File: config.mk
export PLATFORM = sky130hd
export DESIGN_NAME = insertion_sorter_top
export DESIGN_NICKNAME = d
export VERILOG_FILES = /design/src/hdl/isort_pkg.sv /design/src/hdl/isort_ctrl.sv /design/src/hdl/isort_datapath.sv /design/src/hdl/insertion_sorter_top.sv
export VERILOG_INCLUDE_DIRS = /design/src /design/src/hdl
export SDC_FILE = /design/constraint.sdc
export NUM_CORES = 1
export LEC_CHECK = 0
export BUFFER_PORTS_ARGS = -buffer_cell sky130_fd_sc_hd__clkbuf_2
export CORE_UTILIZATION = 30
export DETAILED_ROUTE_END_ITERATION = 8
export SLEW_MARGIN = 40
export SYNTH_ARGS = -nofsm -noshare
export SYNTH_HDL_FRONTEND = slang
export SYNTH_SLANG_ARGS = --single-unit
File: constraint.sdc
create_clock -name clk -period 5.7 [get_ports clk]
set_clock_uncertainty 0.15 [all_clocks]
set_input_delay 0.285 -clock clk [delete_from_list [all_inputs] [get_ports clk]]
set_output_delay 0.285 -clock clk [all_outputs]
set_load 0.03 [all_outputs]
File: src/hdl/insertion_sorter_top_defines.svh
// Assertion macros for the insertion sorter.
// Included by insertion_sorter_top; expects clk and arst_n in scope.
`ifndef INSERTION_SORTER_TOP_DEFINES_SVH
`define INSERTION_SORTER_TOP_DEFINES_SVH

`ifndef SYNTHESIS
`define ISORT_ASSERT_IMPL(label, prop, msg) \
	label: assert property (@(posedge clk) disable iff (!arst_n) (prop)) else $error(msg);
`define ISORT_ASSERT_NEXT(label, ante, cons, msg) \
	label: assert property (@(posedge clk) disable iff (!arst_n) (ante) |=> (cons)) \
		else $error(msg);
`else
`define ISORT_ASSERT_IMPL(label, prop, msg)
`define ISORT_ASSERT_NEXT(label, ante, cons, msg)
`endif

`endif

File: src/hdl/isort_pkg.sv
// Shared constants and controller/datapath interface types for the insertion sorter.
// No dependencies.
`timescale 1ns / 1ps

package isort_pkg;

	localparam int MAX_ITEMS = 32;
	localparam int IDX_W     = $clog2(MAX_ITEMS);
	localparam int CNT_W     = $clog2(MAX_ITEMS + 1);

	typedef struct packed {
		logic load;
		logic rd_prev;
		logic shift;
		logic place;
		logic emit;
		logic clr;
	} isort_cmd_t;

	typedef struct packed {
		logic full;
		logic pos_zero;
		logic greater;
		logic last_q;
		logic emit_last;
	} isort_stat_t;

endpackage

File: src/hdl/isort_ctrl.sv
// Controller state machine of the insertion sorter.
// Depends on isort_pkg; drives isort_datapath through command and status structs.
`timescale 1ns / 1ps

module isort_ctrl import isort_pkg::*; (
	input  logic        clk,
	input  logic        arst_n,
	input  logic        start,
	output logic        busy,
	input  isort_stat_t stat,
	output isort_cmd_t  cmd
);

	typedef enum logic [2:0] {
		ST_IDLE,
		ST_CHECK,
		ST_CMP,
		ST_PLACE,
		ST_EMIT,
		ST_DRAIN
	} state_t;

	state_t state_q;
	logic   busy_q;

	assign busy = busy_q;

	always_ff @(posedge clk or negedge arst_n) begin
		if (!arst_n) begin
			state_q <= ST_IDLE;
			busy_q  <= 1'b0;
		end else begin
			case (state_q)
				ST_IDLE: begin
					if (start) begin
						state_q <= ST_CHECK;
						busy_q  <= 1'b1;
					end
				end
				ST_CHECK: begin
					if (stat.full) begin
						if (stat.last_q) begin
							state_q <= ST_EMIT;
						end else begin
							state_q <= ST_IDLE;
							busy_q  <= 1'b0;
						end
					end else if (stat.pos_zero) begin
						state_q <= ST_PLACE;
					end else begin
						state_q <= ST_CMP;
					end
				end
				ST_CMP: begin
					if (stat.greater) begin
						state_q <= ST_CHECK;
					end else begin
						state_q <= ST_PLACE;
					end
				end
				ST_PLACE: begin
					if (stat.last_q) begin
						state_q <= ST_EMIT;
					end else begin
						state_q <= ST_IDLE;
						busy_q  <= 1'b0;
					end
				end
				ST_EMIT: begin
					if (stat.emit_last) begin
						state_q <= ST_DRAIN;
					end
				end
				ST_DRAIN: begin
					state_q <= ST_IDLE;
					busy_q  <= 1'b0;
				end
				default: begin
					state_q <= ST_IDLE;
					busy_q  <= 1'b0;
				end
			endcase
		end
	end

	always_comb begin
		cmd         = '0;
		cmd.load    = (state_q == ST_IDLE) && start;
		cmd.rd_prev = (state_q == ST_CHECK) && !stat.full && !stat.pos_zero;
		cmd.shift   = (state_q == ST_CMP) && stat.greater;
		cmd.place   = (state_q == ST_PLACE);
		cmd.emit    = (state_q == ST_EMIT);
		cmd.clr     = (state_q == ST_DRAIN);
	end

endmodule

File: src/hdl/isort_datapath.sv
// Datapath of the insertion sorter: element memory, insert position, count and output stage.
// Depends on isort_pkg; commanded by isort_ctrl.
`timescale 1ns / 1ps

module isort_datapath import isort_pkg::*; (
	input  logic               clk,
	input  logic               arst_n,
	input  isort_cmd_t         cmd,
	output isort_stat_t        stat,
	input  logic signed [31:0] value,
	input  logic               last,
	output logic               out_valid,
	output logic signed [31:0] sorted_value,
	output logic               last_res
);

	logic signed [31:0] mem_q [MAX_ITEMS];
	logic signed [31:0] rd_data_q;
	logic signed [31:0] value_q;
	logic               last_q;
	logic [IDX_W-1:0]   pos_q;
	logic [IDX_W-1:0]   out_idx_q;
	logic [CNT_W-1:0]   count_q;
	logic               emit_s1;
	logic               emit_last_s1;
	logic [IDX_W-1:0]   rd_addr;
	logic               rd_en;
	logic               wr_en;
	logic signed [31:0] wr_data;
	logic               emit_last;

	assign rd_en     = cmd.rd_prev || cmd.emit;
	assign rd_addr   = cmd.emit ? out_idx_q : (pos_q - IDX_W'(1));
	assign wr_en     = cmd.shift || cmd.place;
	assign wr_data   = cmd.shift ? rd_data_q : value_q;
	assign emit_last = ({1'b0, out_idx_q} + CNT_W'(1)) == count_q;

	always_ff @(posedge clk) begin
		if (wr_en) begin
			mem_q[pos_q] <= wr_data;
		end
		if (rd_en) begin
			rd_data_q <= mem_q[rd_addr];
		end
	end

	always_ff @(posedge clk) begin
		if (cmd.load) begin
			value_q <= value;
			last_q  <= last;
		end
	end

	always_ff @(posedge clk or negedge arst_n) begin
		if (!arst_n) begin
			count_q      <= '0;
			pos_q        <= '0;
			out_idx_q    <= '0;
			emit_s1      <= 1'b0;
			emit_last_s1 <= 1'b0;
		end else begin
			emit_s1 <= cmd.emit;
			if (cmd.emit) begin
				emit_last_s1 <= emit_last;
				out_idx_q    <= out_idx_q + IDX_W'(1);
			end
			if (cmd.load) begin
				pos_q <= count_q[IDX_W-1:0];
			end else if (cmd.shift) begin
				pos_q <= pos_q - IDX_W'(1);
			end
			if (cmd.place) begin
				count_q <= count_q + CNT_W'(1);
			end else if (cmd.clr) begin
				count_q   <= '0;
				out_idx_q <= '0;
			end
		end
	end

	assign stat.full      = (count_q == CNT_W'(MAX_ITEMS));
	assign stat.pos_zero  = (pos_q == '0);
	assign stat.greater   = (rd_data_q > value_q);
	assign stat.last_q    = last_q;
	assign stat.emit_last = emit_last;

	assign out_valid    = emit_s1;
	assign sorted_value = rd_data_q;
	assign last_res     = emit_last_s1;

endmodule

File: src/hdl/insertion_sorter_top.sv
// Insertion sorter: an item is taken when start is high and busy is low.
// Inserting a value is a read-compare-shift walk down the stored set in the
// element memory, which has one read port and one write port.
// On a last item, all stored values follow one per cycle, read in ST_EMIT and shown from the read register.
// The receiver cannot stall: out_valid marks each result for one cycle.
// Asynchronous active-low reset empties the set; memory contents are not cleared.
`timescale 1ns / 1ps
`include "insertion_sorter_top_defines.svh"

module insertion_sorter_top import isort_pkg::*; (
	input  logic               clk,
	input  logic               arst_n,
	input  logic               start,
	output logic               busy,
	input  logic signed [31:0] value,
	input  logic               last,
	output logic               out_valid,
	output logic signed [31:0] sorted_value,
	output logic               last_res
);

	isort_cmd_t  cmd;
	isort_stat_t stat;

	isort_ctrl u_ctrl (
		.clk    (clk),
		.arst_n (arst_n),
		.start  (start),
		.busy   (busy),
		.stat   (stat),
		.cmd    (cmd)
	);

	isort_datapath u_dp (
		.clk          (clk),
		.arst_n       (arst_n),
		.cmd          (cmd),
		.stat         (stat),
		.value        (value),
		.last         (last),
		.out_valid    (out_valid),
		.sorted_value (sorted_value),
		.last_res     (last_res)
	);

	`ISORT_ASSERT_IMPL(a_result_while_busy, !out_valid || busy, "result strobe while idle")
	`ISORT_ASSERT_NEXT(a_accept_sets_busy, start && !busy, busy, "busy not raised after accept")
	`ISORT_ASSERT_NEXT(a_last_ends_burst, out_valid && last_res, !out_valid, "result after final")
	`ISORT_ASSERT_IMPL(a_no_write_when_full, !(stat.full && cmd.place), "store written when full")

endmodule
After elaboration in Yosys (flattened, before gate mapping)
Memories as Yosys holds them, arrays and structs flattened. A register that Yosys moved wholly into a read port is not among the register bits.
Index checks and enable logic that the tools add are counted.
{"block": "op_classes", "n_addsub": 4, "order_cmp": 1, "eq_ne": 10, "muxes": 22, "bitwise_logic": 1, "reduce_logical": 15}
{"op": "$gt A32 B32 Y1", "n": 1}
{"op": "$mux W32", "n": 1}
{"op": "$mux W5", "n": 6}
{"op": "$pmux W3 S5", "n": 1}
{"op": "$mux W3", "n": 4}
{"op": "$mux W6", "n": 2}
{"op": "$add A5 B1 Y6 const B", "n": 1}
{"op": "$add A6 B1 Y6 const B", "n": 1}
{"op": "$eq A3 B2 Y1 const B", "n": 2}
{"op": "$eq A3 B3 Y1 const B", "n": 2}
{"op": "$eq A6 B6 Y1", "n": 1}
{"op": "$eq A6 B6 Y1 const B", "n": 1}
{"op": "$mux W1", "n": 6}
{"op": "$add A5 B1 Y5 const B", "n": 1}
{"op": "$logic_not A5 Y1", "n": 1}
{"op": "$sub A5 B1 Y5 const B", "n": 1}
{"op": "$logic_and A1 B1 Y1", "n": 4}
{"op": "$ne A2 B2 Y1 const B", "n": 2}
{"op": "$pmux W1 S4", "n": 1}
{"op": "$reduce_bool A2 Y1", "n": 2}
{"op": "$eq A3 B1 Y1 const B", "n": 1}
{"op": "$logic_not A3 Y1", "n": 1}
{"op": "$reduce_and A3 Y1", "n": 1}
{"op": "$logic_not A1 Y1", "n": 2}
{"op": "6 further kinds", "n": 7}
{"block": "word_totals", "register_bits": 55, "ram_bits": 1024, "in_bits": 36, "out_inout_bits": 35, "elab_cells": 63, "mem_count": 1}
{"name": "u_dp.mem_q", "words": 32, "width": 32, "rd": 1, "rd_clocked_by_memory_dff": 1, "wr": 1, "line_no": "isort_datapath.sv:17", "text": "logic signed [31:0] mem_q [MAX_ITEMS];"}

Depth between registers and ports, before layout
{"block": "logic_depth", "ltp_word": 5, "mapped_depth": 13, "mapped_depth_nobuf": 9}

By module
A second synthesis with hierarchy kept.
{"block": "unflattened", "cells_unflattened": 2563, "area_unflattened_um2": 45067.0}
{"module": "isort_datapath", "n_inst": 1, "cells_per_inst": 2533, "area_per_inst_um2": 44801.7, "seq_area_each_um2": 33151.8}
{"module": "isort_ctrl", "n_inst": 1, "cells_per_inst": 30, "area_per_inst_um2": 265.3, "seq_area_each_um2": 100.1}

Worst setup path after synthesis
OpenSTA, ideal clock, no wires.
{"block": "synth_path", "path_type": "reg-to-reg", "from": "register u_dp.pos_q[0]", "to": "register u_dp.rd_data_q[0] (netlist: u_dp.sorted_value[0]) (read register of u_dp.mem_q), enable pin", "setup_time_ns": 0.470, "arrival_time_ns": 3.601, "t_required_ns": 5.080, "slack_ns": 1.479, "stages_incl_launch_ff": 7, "path_buffers": 1, "synth_period_minus_slack_ns": 4.221, "path_cell_list": "dfrtp_1 inv_1 ha_1 clkbuf_1 nand2_1 nor2_1 o31ai_1"}
{"block": "synth_via", "elab_chain_cells": 4, "word_cells_on_any_way": 6, "classes_between": "add/sub: 1; mux: 1; reduce/logical: 4"}
{"item": "start, declared", "line_no": "isort_datapath.sv:21", "text": "logic [IDX_W-1:0] pos_q;"}
{"item": "start signal, assigned", "line_no": "isort_datapath.sv:68", "text": "pos_q <= count_q[IDX_W-1:0];"}
{"item": "start signal, assigned", "line_no": "isort_datapath.sv:70", "text": "pos_q <= pos_q - IDX_W'(1);"}
{"item": "$logic_not A5 Y1", "line_no": "isort_datapath.sv:82", "text": "assign stat.pos_zero = (pos_q == '0);"}
{"item": "$logic_not A1 Y1", "line_no": "isort_ctrl.sv:89", "text": "cmd.rd_prev = (state_q == ST_CHECK) && !stat.full && !stat.pos_zero;"}
{"item": "$logic_and A1 B1 Y1", "line_no": "isort_ctrl.sv:89"}
{"item": "$logic_or A1 B1 Y1", "line_no": "isort_datapath.sv:32", "text": "assign rd_en = cmd.rd_prev || cmd.emit;"}
{"item": "net u_dp.rd_en", "line_no": "isort_datapath.sv:27", "text": "logic rd_en;"}
{"item": "end, declared", "line_no": "isort_datapath.sv:18", "text": "logic signed [31:0] rd_data_q;"}
The timed path passes the listed nets, and every way through them passes these cells.
A chain may end at the register's enable or synchronous reset.

Worst setup path after layout
{"block": "layout_path", "from": "register u_dp.rd_data_q[5] (netlist: u_dp.sorted_value[5]) (read register of u_dp.mem_q)", "to": "memory u_dp.mem_q[24][0], enable pin"}
{"block": "layout_via", "elab_chain_cells": 5}
{"item": "$gt A32 B32 Y1", "line_no": "isort_datapath.sv:83", "text": "assign stat.greater = (rd_data_q > value_q);"}
{"item": "$logic_and A1 B1 Y1", "line_no": "isort_ctrl.sv:90", "text": "cmd.shift = (state_q == ST_CMP) && stat.greater;"}
{"item": "$logic_or A1 B1 Y1", "line_no": "isort_datapath.sv:34", "text": "assign wr_en = cmd.shift || cmd.place;"}
{"item": "$mux W1", "line_no": "isort_datapath.sv:39", "text": "if (wr_en) begin"}
{"item": "$mux W1 (not written as such)", "line_no": "isort_datapath.sv:40", "text": "mem_q[pos_q] <= wr_data;"}
{"item": "end, declared", "line_no": "isort_datapath.sv:17"}
Every way passes these cells.

==> impl_results.md <==
- Critical path arrival: roughly 4500 ps
- Fraction of the mapped netlist area in adder cells: approximately 1.1%
- EDFF count, synth: 1089
- First-pass GRT wire length: 168000 microns
- Global route total overflow: 0
- Initial core utilization: 30.4%
- RSZ-0062 raised after global routing: no
- Seq/Total Area, Yosys: about three quarters
- Area delta synth->final: 15.2%
- # Max-Cap Violations: 0
- GR Layer Usage met2: a little over a fifth
- Via/cell ratio: approximately 5.0
- Clock Latency Late Sink: between 600 and 700 ps
- Clock root buffer: clkbuf_16
- Critical path destination: u_dp.mem_q[24][0]
- R2r worst-path depth: 10
- Post-DRT Antenna Nets: 0
- #FFs+latches synth: ~1100
- Clock transition at the registers of the reported paths: 60 ps
- CP Class: flop to flop
- Top delay family on crit path: simple AND/OR/NAND/NOR gates
- Multi-input logic area: 0.0110 sq mm
- Final Hold Fails: 0
- H-tree level count: 3
- Die area: 0.152 sq mm
- Worst VDD drop: approximately 400 uV
- Period Utilization, post-route: ~75%
- Slowest Stage Delay on Critical Path: 800 ps
- Post-synth top flop: edfxtp_1
- Cts hold-fix bufs: 36
- Outcome: complete, no violations
- Crit. Startpoint: u_dp.sorted_value[5]
- WHS: 72.5 ps
- Most common cell after layout, fill and taps aside: edfxtp_1
- GR Util met3: 3.07%
- Gate count of the mapped netlist: about 2900
- Hold Crit Class: primary input to async pin
- Critical Path End Type: flop
- Nets: 3076
- Largest family of logic cells by synthesized area: simple AND/OR/NAND/NOR gates
- Drt first-iter violations: between 3000 and 4000
- Initial antenna violation count: 4
- # DRC: 0
- Cell at the slowest stage of the critical path: and3_2
- Chip width: ~390 microns
- Post-Synth Simple-Gate Area: about a tenth
- XOR/XNOR Fraction of Synth Area: less than 1%
- FF-to-FF End: u_dp.mem_q[24][0]
- FFs w/ async S/R, synth: between 1.5 and 2%
- Overall routed net length: around 110000 microns
- DR pass1 iterations: 5
- Met1 usage: 22.0%
- Fmax: approximately 230 MHz
- Final Setup Violations: 0
- Syn avg cell area: 15.5 sq um
- Worst R2R Setup Slack: approximately 1400 ps
- Cell Area, Synth: 0.0451 sq mm
- Pin count of the biggest net entering global routing: 87
- CORE AREA: 0.149 sq mm
- Top cell type's share of synthesized area: between 70 and 80%
- Slew margin rel.: between 40 and 50%
- Register area: about 0.033 sq mm
- CP Launch Type: flop
- Synth unique cells: 56
- Die height: just under 400 microns
- Slew Limit Fails: 0
- Fillcell total: around 14000
- Cts repair resizes: 0
- CTS Buf Count: 110
- Cell Rows: 141
- Grt peak-use layer: met1
- DP Wirelength: slightly below 70000 microns
- CP cell instances: ha_1 -> nand2_1 -> or4_1 -> a21o_1 -> a21oi_1 -> o21ai_0 -> a211oi_2 -> buf_4 -> and3_2 -> buf_4
- Buffers plus inverters on the worst setup path: 2
- GRT Overall Usage: 14.7%
- Postcts setup bufs: 0
- Synth Area in Compound Gates: under 10%
- Layout cells sized above 1: approximately 15%
- Start of the worst register-to-register path: u_dp.sorted_value[5]
- Static Leakage: 17.8 nW
- Post-synth top area cell: edfxtp_1
- Final GP Congestion: between 0.8 and 0.9
- Vias in the first global route: 24600
- Clk sinks: between 1000 and 1500
- DR vias: 25400
- WP depth: 10
- Mux contribution to synthesized area: 8.26%
- CP Max Fanout: 32
- Critical path required time: 5940 ps
- Worst Tran Pin Value: slightly below 900 ps
- Mapped Nets: a little under 3000
- Maximum clock insertion buffer count: 3
- Setup tns final: 0 ps
- IO Pins: 71
- Most frequent CP cell: buf_4
- Top post-synthesis cells by area: edfxtp_1 72%, nand2_1 4.7%, mux2i_1 4.4%
- Drt wl/cell: 22.2 microns
- Crit path time final: 4290 ps
- Synth Warn #: 0
- Port buffer count: 70
- CTS tree: yes
- Pwr dens: ~630 mW/mm^2
- Most frequent cells in the layout: 1089 x edfxtp_1, 565 x nand2_1, 213 x nand3_1, 198 x mux2i_1, 114 x clkbuf_16
worst register-to-register path: stages, from the launching register on:
cell	delay, ps
edfxtp_1	550
ha_1	380
nand2_1	50
or4_1	530
a21o_1	180
a21oi_1	180
o21ai_0	190
a211oi_2	260
buf_4	350
and3_2	830
buf_4	350
worst min path at each step:
stage                  endpoint  slack, ps  depth (start not counted)
2_1_floorplan       u_ctrl.busy       -160                          0
3_3_place_gp    u_dp.count_q[2]        160                          1
3_5_place_dp        u_ctrl.busy        160                          1
4_1_cts        u_dp.value_q[30]        160                          2
5_1_grt         u_dp.count_q[4]        110                          3
6_report        u_dp.count_q[4]         70                          3
state kept, by name, summed over array words and instances, names as in the netlist:
signal	flops
u_ctrl.busy	1
u_ctrl.state_q	3
u_dp.count_q	6
u_dp.last_q	1
u_dp.last_res	1
u_dp.mem_q	1024
u_dp.out_idx_q	5
u_dp.out_valid	1
u_dp.pos_q	5
u_dp.sorted_value	32
u_dp.value_q	32
layout make-up:
type	instances	area share (%)
multi-input combinational	1571	21.2
clock inverter	66	1.42
timing repair buffer	165	2.60
antenna	2	0.00963
clock buffer	138	5.70
inverter	42	0.303
tap	2002	4.82
sequential	1111	64.0
Yosys cell counts (2+ instances only):
cell	count
nor3_1	10
o211ai_1	2
a21oi_1	26
xor2_1	4
o21ai_0	23
buf_2	86
edfxtp_1	1089
nor2b_1	4
ha_1	39
mux2i_1	199
a221oi_1	2
and2_1	2
and4_1	5
nor3b_1	5
and3b_1	3
mux4_2	60
nand2_1	565
or4_1	2
a221oi_2	31
mux2_2	34
a22oi_1	61
nor2_1	16
buf_8	3
nand3_1	213
buf_1	3
nand4_1	4
and3_1	129
nand2b_1	2
xnor2_1	7
clkbuf_1	59
buf_6	14
buf_4	14
a21o_1	6
a311oi_1	33
a31oi_1	63
dfrtp_1	22
o31ai_1	3
o21a_1	2
inv_1	41
through the flow:
step	total power [W]	cell area, sq um	cells	utilization [%]	setup WS [ps]
finish	0.0328	52000	5097	35.0	1410
CTS	0.0328	52000	5095	35.0	1400
floorplan	0.0202	45100	2903	-	1480
global placement	0.0252	47700	4850	32.1	1530
detailed placement	0.0254	47900	4855	32.2	1420
global route	0.0343	52000	5096	35.0	1170
cell families (layout without fill, tap and decap cells):
logic type / Yosys count / count (layout)
adders and majority gates: 39 / 39
AOI/OAI and AO/OA: 262 / 262
DFF: 1111 / 1111
xor gates and xnor gates: 11 / 11
buffers and inverters: 221 / 411
muxes: 293 / 293
and+or+nand+nor: 966 / 966
other: 0 / 2
per-layer routing:
| layer | vias to the layer above | routed length [microns] |
|---|---|---|
| met5 | - | 0 |
| met4 | 0 | 2470 |
| met2 | 960 | 49100 |
| li1 | 11300 | - |
| met1 | 13000 | 51900 |
| met3 | 134 | 9730 |
where the power goes:
group / internal [W] / switching (W)
logic: 0.00453 / 0.00962
registers: 0.0107 / 0.000518
clock network: 0.00432 / 0.00310
Note: power is estimated with default switching activity, not from simulation.
